--- src/hdl/double_hash_table_tombstone_core_assert.svh ---
// assertion macros for the double hash table core
`ifndef DOUBLE_HASH_TABLE_TOMBSTONE_CORE_ASSERT_SVH
`define DOUBLE_HASH_TABLE_TOMBSTONE_CORE_ASSERT_SVH

// clocked check, off while reset is held
`define DHTT_ASSERT_CLK(lbl, prop, msg) \
  lbl: assert property (@(posedge clk_i) disable iff (!rst_ni) prop) \
    else $error(msg);

// clocked check that also holds during reset
`define DHTT_ASSERT_RST(lbl, prop, msg) \
  lbl: assert property (@(posedge clk_i) prop) else $error(msg);

`endif

--- src/hdl/dhtt_pkg.sv ---
// types, constants and hash helpers for the double hash table core
`timescale 1ns / 1ps

package dhtt_pkg;

  // table geometry (the step prime must not exceed the table size)
  localparam int TABLE_SIZE = 23;
  localparam int STEP_PRIME = 19;
  localparam int KEY_W      = 31;
  localparam int ELEM_W     = 31;

  localparam int IDX_W  = $clog2(TABLE_SIZE);
  localparam int CNT_W  = $clog2(TABLE_SIZE + 1);
  localparam int PRES_W = $clog2(STEP_PRIME);
  localparam int STEP_W = $clog2(STEP_PRIME + 1);
  localparam int SUM_W  = ((IDX_W > STEP_W) ? IDX_W : STEP_W) + 1;

  // key is reduced two bits per cycle
  localparam int HASH_STEPS = (KEY_W + 1) / 2;
  localparam int HKEY_W     = 2 * HASH_STEPS;
  localparam int HCNT_W     = $clog2(HASH_STEPS);

  // operation codes
  localparam logic [1:0] FUNC_FIND   = 2'd0;
  localparam logic [1:0] FUNC_INSERT = 2'd1;
  localparam logic [1:0] FUNC_REMOVE = 2'd2;

  // result codes
  localparam logic [1:0] RES_OK        = 2'd0;
  localparam logic [1:0] RES_NOT_FOUND = 2'd1;
  localparam logic [1:0] RES_DUPLICATE = 2'd2;
  localparam logic [1:0] RES_FULL      = 2'd3;

  // slot codes
  localparam logic [1:0] SLOT_NEVER    = 2'd0;
  localparam logic [1:0] SLOT_DELETED  = 2'd1;
  localparam logic [1:0] SLOT_OCCUPIED = 2'd2;

  typedef struct packed {
    logic [1:0]        func;
    logic [KEY_W-1:0]  key;
    logic [ELEM_W-1:0] elem_in;
  } req_t;

  typedef struct packed {
    logic [1:0]        status;
    logic [ELEM_W-1:0] elem_out;
  } rsp_t;

  // write port of the slot store
  typedef struct packed {
    logic              st_we;
    logic              kv_we;
    logic [IDX_W-1:0]  addr;
    logic [1:0]        status;
    logic [KEY_W-1:0]  key;
    logic [ELEM_W-1:0] value;
  } wr_t;

  // registered read data of the slot store
  typedef struct packed {
    logic [1:0]        status;
    logic [KEY_W-1:0]  key;
    logic [ELEM_W-1:0] value;
  } rd_t;

  // hash unit result
  typedef struct packed {
    logic              done;
    logic [IDX_W-1:0]  home;
    logic [STEP_W-1:0] step;
  } hash_t;

  // one radix-4 step of key mod table size
  function automatic logic [IDX_W-1:0] mod_n_step(input logic [IDX_W-1:0] r,
                                                 input logic [1:0] d);
    logic [IDX_W+1:0] t;
    t = {r, d};
    if (t >= (IDX_W+2)'(2 * TABLE_SIZE)) t = t - (IDX_W+2)'(2 * TABLE_SIZE);
    if (t >= (IDX_W+2)'(TABLE_SIZE)) t = t - (IDX_W+2)'(TABLE_SIZE);
    return t[IDX_W-1:0];
  endfunction

  // one radix-4 step of key mod step prime
  function automatic logic [PRES_W-1:0] mod_p_step(input logic [PRES_W-1:0] r,
                                                  input logic [1:0] d);
    logic [PRES_W+1:0] t;
    t = {r, d};
    if (t >= (PRES_W+2)'(2 * STEP_PRIME)) t = t - (PRES_W+2)'(2 * STEP_PRIME);
    if (t >= (PRES_W+2)'(STEP_PRIME)) t = t - (PRES_W+2)'(STEP_PRIME);
    return t[PRES_W-1:0];
  endfunction

  // advance a probe position by the step, wrapping at the table size
  function automatic logic [IDX_W-1:0] next_pos(input logic [IDX_W-1:0] pos,
                                               input logic [STEP_W-1:0] step);
    logic [SUM_W-1:0] s;
    s = SUM_W'(pos) + SUM_W'(step);
    if (s >= SUM_W'(TABLE_SIZE)) s = s - SUM_W'(TABLE_SIZE);
    return s[IDX_W-1:0];
  endfunction

endpackage

--- src/hdl/dhtt_hash.sv ---
// iterative home slot and probe step unit, two key bits per cycle
`timescale 1ns / 1ps

module dhtt_hash (
  input  logic                       clk_i,
  input  logic                       rst_ni,
  input  logic                       start_i,
  input  logic [dhtt_pkg::KEY_W-1:0] key_i,
  output dhtt_pkg::hash_t            hash_o
);

  logic                          run_q, run_d;
  logic                          done_q, done_d;
  logic [dhtt_pkg::HCNT_W-1:0]   cnt_q, cnt_d;
  logic [dhtt_pkg::HKEY_W-1:0]   k_q, k_d;
  logic [dhtt_pkg::IDX_W-1:0]    rn_q, rn_d;
  logic [dhtt_pkg::PRES_W-1:0]   rp_q, rp_d;

  // shift the key out msb first and fold both remainders
  always_comb begin
    run_d  = run_q;
    done_d = 1'b0;
    cnt_d  = cnt_q;
    k_d    = k_q;
    rn_d   = rn_q;
    rp_d   = rp_q;
    if (start_i) begin
      run_d = 1'b1;
      cnt_d = '0;
      k_d   = dhtt_pkg::HKEY_W'(key_i);
      rn_d  = '0;
      rp_d  = '0;
    end else if (run_q) begin
      rn_d  = dhtt_pkg::mod_n_step(rn_q, k_q[dhtt_pkg::HKEY_W-1 -: 2]);
      rp_d  = dhtt_pkg::mod_p_step(rp_q, k_q[dhtt_pkg::HKEY_W-1 -: 2]);
      k_d   = {k_q[dhtt_pkg::HKEY_W-3:0], 2'b00};
      cnt_d = cnt_q + 1'b1;
      if (cnt_q == dhtt_pkg::HCNT_W'(dhtt_pkg::HASH_STEPS - 1)) begin
        run_d  = 1'b0;
        done_d = 1'b1;
      end
    end
  end

  always_ff @(posedge clk_i or negedge rst_ni) begin
    if (!rst_ni) begin
      run_q  <= 1'b0;
      done_q <= 1'b0;
      cnt_q  <= '0;
    end else begin
      run_q  <= run_d;
      done_q <= done_d;
      cnt_q  <= cnt_d;
    end
  end

  // datapath registers
  always_ff @(posedge clk_i) begin
    k_q  <= k_d;
    rn_q <= rn_d;
    rp_q <= rp_d;
  end

  assign hash_o.done = done_q;
  assign hash_o.home = rn_q;
  assign hash_o.step = dhtt_pkg::STEP_W'(dhtt_pkg::STEP_PRIME) - dhtt_pkg::STEP_W'(rp_q);

endmodule

--- src/hdl/dhtt_store.sv ---
// slot store: status flops cleared at reset, key and value memory
`timescale 1ns / 1ps

module dhtt_store (
  input  logic                       clk_i,
  input  logic                       rst_ni,
  input  dhtt_pkg::wr_t              wr_i,
  input  logic [dhtt_pkg::IDX_W-1:0] rd_addr_i,
  output dhtt_pkg::rd_t              rd_o
);

  logic [1:0]                 status_q [dhtt_pkg::TABLE_SIZE];
  logic [dhtt_pkg::KEY_W-1:0]  key_mem  [dhtt_pkg::TABLE_SIZE];
  logic [dhtt_pkg::ELEM_W-1:0] val_mem  [dhtt_pkg::TABLE_SIZE];
  dhtt_pkg::rd_t               rd_q;

  // slot status, all never used after reset
  always_ff @(posedge clk_i or negedge rst_ni) begin
    if (!rst_ni) begin
      for (int i = 0; i < dhtt_pkg::TABLE_SIZE; i++) begin
        status_q[i] <= dhtt_pkg::SLOT_NEVER;
      end
    end else if (wr_i.st_we) begin
      status_q[wr_i.addr] <= wr_i.status;
    end
  end

  // key and value memory
  always_ff @(posedge clk_i) begin
    if (wr_i.kv_we) begin
      key_mem[wr_i.addr] <= wr_i.key;
      val_mem[wr_i.addr] <= wr_i.value;
    end
  end

  // registered read of one slot
  always_ff @(posedge clk_i) begin
    rd_q.status <= status_q[rd_addr_i];
    rd_q.key    <= key_mem[rd_addr_i];
    rd_q.value  <= val_mem[rd_addr_i];
  end

  assign rd_o = rd_q;

endmodule

--- src/hdl/double_hash_table_tombstone_core.sv ---
// double hashing key/value table with tombstones, top level
//
//   channel | direction | handshake             | payload
//   in      | to core   | in_valid_i/in_stall_o | in_req_i  (func, key, elem_in)
//   out     | from core | out_valid_o/out_stall_i | out_rsp_o (status, elem_out)
//
// one request at a time: the key is hashed first, then one slot read per
// cycle along the probe path (up to TABLE_SIZE+1), and for an insert a
// second walk of the same length. the single store read port and the
// two-bit-per-cycle hash unit set the pace.
// reset clears every slot to never used at once; no clearing pass.
// a held result does not block the next request, only its completion.
`timescale 1ns / 1ps
`include "double_hash_table_tombstone_core_assert.svh"

module double_hash_table_tombstone_core (
  input  logic           clk_i,
  input  logic           rst_ni,
  input  logic           in_valid_i,
  output logic           in_stall_o,
  input  dhtt_pkg::req_t in_req_i,
  output logic           out_valid_o,
  input  logic           out_stall_i,
  output dhtt_pkg::rsp_t out_rsp_o
);

  typedef enum logic [2:0] {
    S_IDLE,
    S_HASH,
    S_SCAN,
    S_PLACE,
    S_DONE
  } state_e;

  state_e                        state_q, state_d;
  dhtt_pkg::req_t                req_q, req_d;
  logic [dhtt_pkg::IDX_W-1:0]    home_q, home_d;
  logic [dhtt_pkg::STEP_W-1:0]   step_q, step_d;
  logic [dhtt_pkg::IDX_W-1:0]    pos_q, pos_d;
  logic [dhtt_pkg::CNT_W-1:0]    count_q, count_d;
  dhtt_pkg::rsp_t                res_q, res_d;
  logic                          out_valid_q, out_valid_d;
  dhtt_pkg::rsp_t                out_rsp_q, out_rsp_d;

  dhtt_pkg::hash_t               hash;
  dhtt_pkg::wr_t                 wr;
  dhtt_pkg::rd_t                 rd;
  logic                          accept;
  logic                          probes_done;
  logic                          hit;
  logic [dhtt_pkg::IDX_W-1:0]    pos_adv;

  assign accept      = in_valid_i && (state_q == S_IDLE);
  assign probes_done = (count_q == dhtt_pkg::CNT_W'(dhtt_pkg::TABLE_SIZE));
  assign hit         = (rd.status == dhtt_pkg::SLOT_OCCUPIED) && (rd.key == req_q.key);
  assign pos_adv     = dhtt_pkg::next_pos(pos_q, step_q);

  dhtt_hash u_hash (
    .clk_i  (clk_i),
    .rst_ni (rst_ni),
    .start_i(accept),
    .key_i  (in_req_i.key),
    .hash_o (hash)
  );

  // read data always belongs to the slot at pos_q
  dhtt_store u_store (
    .clk_i    (clk_i),
    .rst_ni   (rst_ni),
    .wr_i     (wr),
    .rd_addr_i(pos_d),
    .rd_o     (rd)
  );

  // sequencer
  always_comb begin
    state_d     = state_q;
    req_d       = req_q;
    home_d      = home_q;
    step_d      = step_q;
    pos_d       = pos_q;
    count_d     = count_q;
    res_d       = res_q;
    out_valid_d = out_valid_q;
    out_rsp_d   = out_rsp_q;
    wr.st_we    = 1'b0;
    wr.kv_we    = 1'b0;
    wr.addr     = pos_q;
    wr.status   = dhtt_pkg::SLOT_OCCUPIED;
    wr.key      = req_q.key;
    wr.value    = req_q.elem_in;

    // result taken downstream
    if (out_valid_q && !out_stall_i) out_valid_d = 1'b0;

    case (state_q)
      S_IDLE: begin
        if (accept) begin
          req_d   = in_req_i;
          state_d = S_HASH;
        end
      end

      S_HASH: begin
        if (hash.done) begin
          home_d  = hash.home;
          step_d  = hash.step;
          pos_d   = hash.home;
          count_d = '0;
          state_d = S_SCAN;
        end
      end

      // search walk
      S_SCAN: begin
        res_d.status   = dhtt_pkg::RES_NOT_FOUND;
        res_d.elem_out = '0;
        state_d        = S_DONE;
        case (req_q.func)
          dhtt_pkg::FUNC_FIND: begin
            if (probes_done) begin
              res_d.status = dhtt_pkg::RES_FULL;
            end else if (rd.status == dhtt_pkg::SLOT_NEVER) begin
              res_d.status = dhtt_pkg::RES_NOT_FOUND;
            end else if (hit) begin
              res_d.status   = dhtt_pkg::RES_OK;
              res_d.elem_out = rd.value;
            end else begin
              pos_d   = pos_adv;
              count_d = count_q + 1'b1;
              state_d = S_SCAN;
            end
          end
          dhtt_pkg::FUNC_INSERT: begin
            if (probes_done) begin
              res_d.status = dhtt_pkg::RES_FULL;
            end else if (rd.status == dhtt_pkg::SLOT_NEVER) begin
              // restart from home to find the first free slot
              pos_d   = home_q;
              count_d = '0;
              state_d = S_PLACE;
            end else if (hit) begin
              res_d.status = dhtt_pkg::RES_DUPLICATE;
            end else begin
              pos_d   = pos_adv;
              count_d = count_q + 1'b1;
              state_d = S_SCAN;
            end
          end
          dhtt_pkg::FUNC_REMOVE: begin
            if (probes_done || rd.status == dhtt_pkg::SLOT_NEVER) begin
              res_d.status = dhtt_pkg::RES_NOT_FOUND;
            end else if (hit) begin
              res_d.status   = dhtt_pkg::RES_OK;
              res_d.elem_out = rd.value;
              wr.st_we       = 1'b1;
              wr.status      = dhtt_pkg::SLOT_DELETED;
            end else begin
              pos_d   = pos_adv;
              count_d = count_q + 1'b1;
              state_d = S_SCAN;
            end
          end
          default: begin
            // unused operation code: no change, not found
            res_d.status = dhtt_pkg::RES_NOT_FOUND;
          end
        endcase
      end

      // placement walk for insert
      S_PLACE: begin
        res_d.elem_out = '0;
        if (probes_done) begin
          res_d.status = dhtt_pkg::RES_FULL;
          state_d      = S_DONE;
        end else if (rd.status != dhtt_pkg::SLOT_OCCUPIED) begin
          wr.st_we     = 1'b1;
          wr.kv_we     = 1'b1;
          res_d.status = dhtt_pkg::RES_OK;
          state_d      = S_DONE;
        end else begin
          pos_d   = pos_adv;
          count_d = count_q + 1'b1;
        end
      end

      // hand the result to the output register once it is free
      S_DONE: begin
        if (!out_valid_q || !out_stall_i) begin
          out_valid_d = 1'b1;
          out_rsp_d   = res_q;
          state_d     = S_IDLE;
        end
      end

      default: begin
        state_d = S_IDLE;
      end
    endcase
  end

  always_ff @(posedge clk_i or negedge rst_ni) begin
    if (!rst_ni) begin
      state_q     <= S_IDLE;
      req_q       <= '0;
      home_q      <= '0;
      step_q      <= '0;
      pos_q       <= '0;
      count_q     <= '0;
      res_q       <= '0;
      out_valid_q <= 1'b0;
      out_rsp_q   <= '0;
    end else begin
      state_q     <= state_d;
      req_q       <= req_d;
      home_q      <= home_d;
      step_q      <= step_d;
      pos_q       <= pos_d;
      count_q     <= count_d;
      res_q       <= res_d;
      out_valid_q <= out_valid_d;
      out_rsp_q   <= out_rsp_d;
    end
  end

  assign in_stall_o  = (state_q != S_IDLE);
  assign out_valid_o = out_valid_q;
  assign out_rsp_o   = out_rsp_q;

  // checks
  `DHTT_ASSERT_CLK(a_write_ends_request, (wr.st_we |=> state_q == S_DONE), "store write not followed by result")
  `DHTT_ASSERT_CLK(a_hash_done_in_hash, (hash.done |-> state_q == S_HASH), "hash finished outside hash phase")
  `DHTT_ASSERT_CLK(a_probe_bound, (count_q <= dhtt_pkg::CNT_W'(dhtt_pkg::TABLE_SIZE)), "probe count past table size")
  `DHTT_ASSERT_CLK(a_result_from_done, ($rose(out_valid_o) |-> $past(state_q) == S_DONE), "result raised outside done")
  `DHTT_ASSERT_RST(a_no_result_in_reset, (!rst_ni |-> !out_valid_o), "result valid during reset")

endmodule

--- config.mk ---
export PLATFORM = sky130hd
export DESIGN_NAME = double_hash_table_tombstone_core
export DESIGN_NICKNAME = d
export VERILOG_FILES = /design/src/hdl/dhtt_pkg.sv /design/src/hdl/dhtt_hash.sv /design/src/hdl/dhtt_store.sv /design/src/hdl/double_hash_table_tombstone_core.sv
export VERILOG_INCLUDE_DIRS = /design/src /design/src/hdl
export SDC_FILE = /design/constraint.sdc
export NUM_CORES = 2
export LEC_CHECK = 0
export BUFFER_PORTS_ARGS = -buffer_cell sky130_fd_sc_hd__buf_2
export CORE_ASPECT_RATIO = 1.2
export CORE_UTILIZATION = 36
export CTS_CLUSTER_SIZE = 16
export DETAILED_ROUTE_END_ITERATION = 10
export PLACE_DENSITY_LB_ADDON = 0.05
export SYNTH_ARGS = -nofsm -noshare
export SYNTH_HDL_FRONTEND = slang
export SYNTH_SLANG_ARGS = --single-unit
--- constraint.sdc ---
create_clock -name clk_i -period 13.8 [get_ports clk_i]
set_clock_uncertainty 0.05 [all_clocks]
set_input_delay 0.69 -clock clk_i [delete_from_list [all_inputs] [get_ports clk_i]]
set_output_delay 0.69 -clock clk_i [all_outputs]
set_load 0.05 [all_outputs]
==> summary.txt <==
DR iter-0 viols: 3086
Nets: 4821
Max_cap viols: 0
First-pass DRT Iterations: 6
Total GRT Usage: 20.45%
Worst Path Class, Setup: flip-flop to flip-flop
Placed cell count: 7016
Placer Congestion: 0.7821
CTS max path bufs: 3
Worst VDD drop: 0.0002715 V
Drt via density: 5.346
Critical Path Sink: u_store.rd_o[9]$_DFF_P_
Synth Register Bits: 1738
Final setup violation count: 0
Status: finished, final reports clean
Worst-path clk slew: 60 ps
Worst Path Required: 14440 ps
Post-synthesis cell count: 4643
Unique cell type count in the Yosys netlist: 69
H-tree depth: 4
Reg2Reg Setup Slack: 7110 ps
Max-slew headroom: 25.82%
Total Neg Setup Slack: 0 ps
Core box area: 191600 sq um
Ys async rst share: 11.85%
F_max: 149.4 MHz
Top FF cell, synth: edfxtp_1
# port buffers: 102
Slew Limit Fails: 0
Post-route DRC violation count: 0
WL/cell: 27.10 microns
Leakage: 28.51 nW
CP Data Arrival Time: 7340 ps
Hpwl dp: 101600 microns
First-pass GRT wire length: 288400 microns
Worst setup path startpoint: pos_q[0]$_DFF_PN0_
CTS tree: built
RSZ-0062 raised after global routing: no
Capturing point of the worst reg2reg path: u_store.rd_o[9]$_DFF_P_
GRT Residual Overflow: 0
Reg2reg start: pos_q[0]$_DFF_PN0_
Initial Util: 36.23%
Setup Fix Bufs, Post-CTS: 0
Synthesized cell area: 69410 sq um
Skew-Pair Late Insertion Delay: 830 ps
Worst-margin pin slew: 1113 ps
Final wirelength: 200400 microns
Via count: 39520
CTS Sinks: 1738
Mapped Avg Cell Area: 14.95 sq um
# fillers: 17440
Min-Delay Path Class: primary input to flip-flop
# rows: 176
I/O pin count: 103
Startpoint types: flip-flop
Num CTS Buffers: 185
Seq/Total Area, Yosys: 72.63%
Largest net degree at the start of global routing: 178
Ys Warns: 0
Vias in the first global route: 39570
Crit-path max FO: 163
Final hold vios: 0
Die Ht: 483 microns
Final non-filler cell total: 7392
Initial antenna violation count: 9
Pwr per Cell Area: 236.0 nW/um^2
Final min period: 6694 ps
P&R area growth vs syn: 13.71%
Die Wd: 402.8 microns
Fraction of layout cells with a size suffix above 1: 11.17%
Tot Pwr: 0.01863 W
CP endpoint kind: flip-flop
Die area: 194600 sq um
EDFF count, synth: 1457
Reg2Reg Depth: 16
Crit share post-route: 48.51%
Clock root buffer: clkbuf_16
ANT nets after route: 0
Syn nets: 4727
through the flow:
step	worst slack [ps]	util [%]	cell area [sq um]	hold WS (ps)
detailed placement	7186	37.92	72650	380.8
CTS	7167	41.19	78920	1.839
global route	6662	41.20	78920	47.34
finish	7106	41.20	78920	66.11
floorplan	8898	-	69410	344.4
global placement	7135	37.92	72650	379.8
layer usage:
layer	GRT usage (%)	wire length, microns	vias to the layer above
met2	33.60	95980	722
met3	2.536	6900	238
met1	28.70	93580	20450
met5	0	0	-
met4	5.048	3900	0
li1	-	-	18110
state kept, by name, summed over array words and instances, names as in the netlist, 32 cells and up:
signal,flops
u_store.key_mem,713
u_store.val_mem,713
req_q,64
u_store.rd_o,64
u_store.status_q,46
out_rsp_o,33
res_q,33
u_hash.k_q,32
report_power, final:
part / internal, W / switching, W / total [W]
Clock: 0.00287 / 0.00206 / 0.00493
Combinational: 0.00198 / 0.00429 / 0.00627
Sequential: 0.00670 / 0.000722 / 0.00743
cells in the final DEF, fill, tap and decap left out, types with 53 or more instances in the layout:
master and instances:
nor3_1 199, edfxtp_1 1457, a211oi_1 698, clkbuf_16 191
nor2_1 67, dfxtp_1 75, mux2i_1 399, dfrtp_1 206
nand2_1 367, o21ai_0 130, a21oi_1 53, clkbuf_1 70
buf_2 101, nor2b_1 322, buf_4 92
how the worst min path moves through the flow:
stage / from / end / slack (ps) / depth (start not counted)
floorplan: rst_ni / count_q[0]$_DFFE_PN0P_ / 340 / 0
global placement: u_store.rd_o[5]$_DFF_P_ / res_q[5]$_DFFE_PN0P_ / 380 / 1
detailed placement: u_store.rd_o[0]$_DFF_P_ / res_q[0]$_DFFE_PN0P_ / 380 / 1
CTS: in_req_i[48] / req_q[48]$_DFFE_PN0P_ / 2 / 3
global route: in_req_i[48] / req_q[48]$_DFFE_PN0P_ / 50 / 3
finish: in_req_i[7] / req_q[7]$_DFFE_PN0P_ / 70 / 3
repair_timing:
item                                   CTS  global route
endpoints found under the hold margin  109             0
hold buffers                            26             0
gates resized for setup                  0             0
worst max-delay path, stage by stage (launching register included):
cell       delay [ps]
dfrtp_1           510
ha_1              300
fa_1              500
a21o_1            230
a2111oi_0         430
a221oi_1          150
o21a_1            260
xnor2_1           190
o211a_4           550
buf_12            640
buf_4             910
buf_4             710
nor2b_1           110
a211oi_1          230
a211oi_1           90
a211oi_1          300
nor3_1             90
area by class of cell:
class	count	area, sq um	area share, %
sequential	1738	50410	63.87
multi-input combinational	2571	17720	22.46
clock buffer	294	5497	6.964
tap	2492	3118	3.951
timing repair buffer	226	1592	2.017
clock inverter	55	515.5	0.6531
inverter	15	68.82	0.08719
antenna	1	2.502	0.003171
Yosys cell counts, types with 15 or more instances:
cell type  number  share of area, %
ha_1           15              0.27
buf_4          37              0.40
nand2_1       369               2.0
a21oi_1        53              0.38
dfxtp_1        75               2.2
edfxtp_1     1457                63
o21ai_0       130              0.94
nand3_1        26              0.19
mux2_2         37              0.60
mux2i_1       399               5.8
clkbuf_1      215               1.2
nor2_1         90              0.49
nor3_1        201               1.4
nand4_1        17              0.15
a22o_1         32              0.40
xnor2_1        46              0.58
nor2b_1       322               2.9
dfrtp_1       206               7.4
a211oi_1      698               7.5
buf_2          44              0.32
kinds of logic after synthesis:
family	count (synthesis)	share of synthesized area (%)
DFF	1738	72.63
and+or+nand+nor	1079	7.679
AOI/OAI and AO/OA	989	10.19
muxes	436	6.354
buffers and inverters	334	2.205
xor gates and xnor gates	51	0.6435
adders and majority gates	16	0.2992
Power figures use the tool's default switching activity.
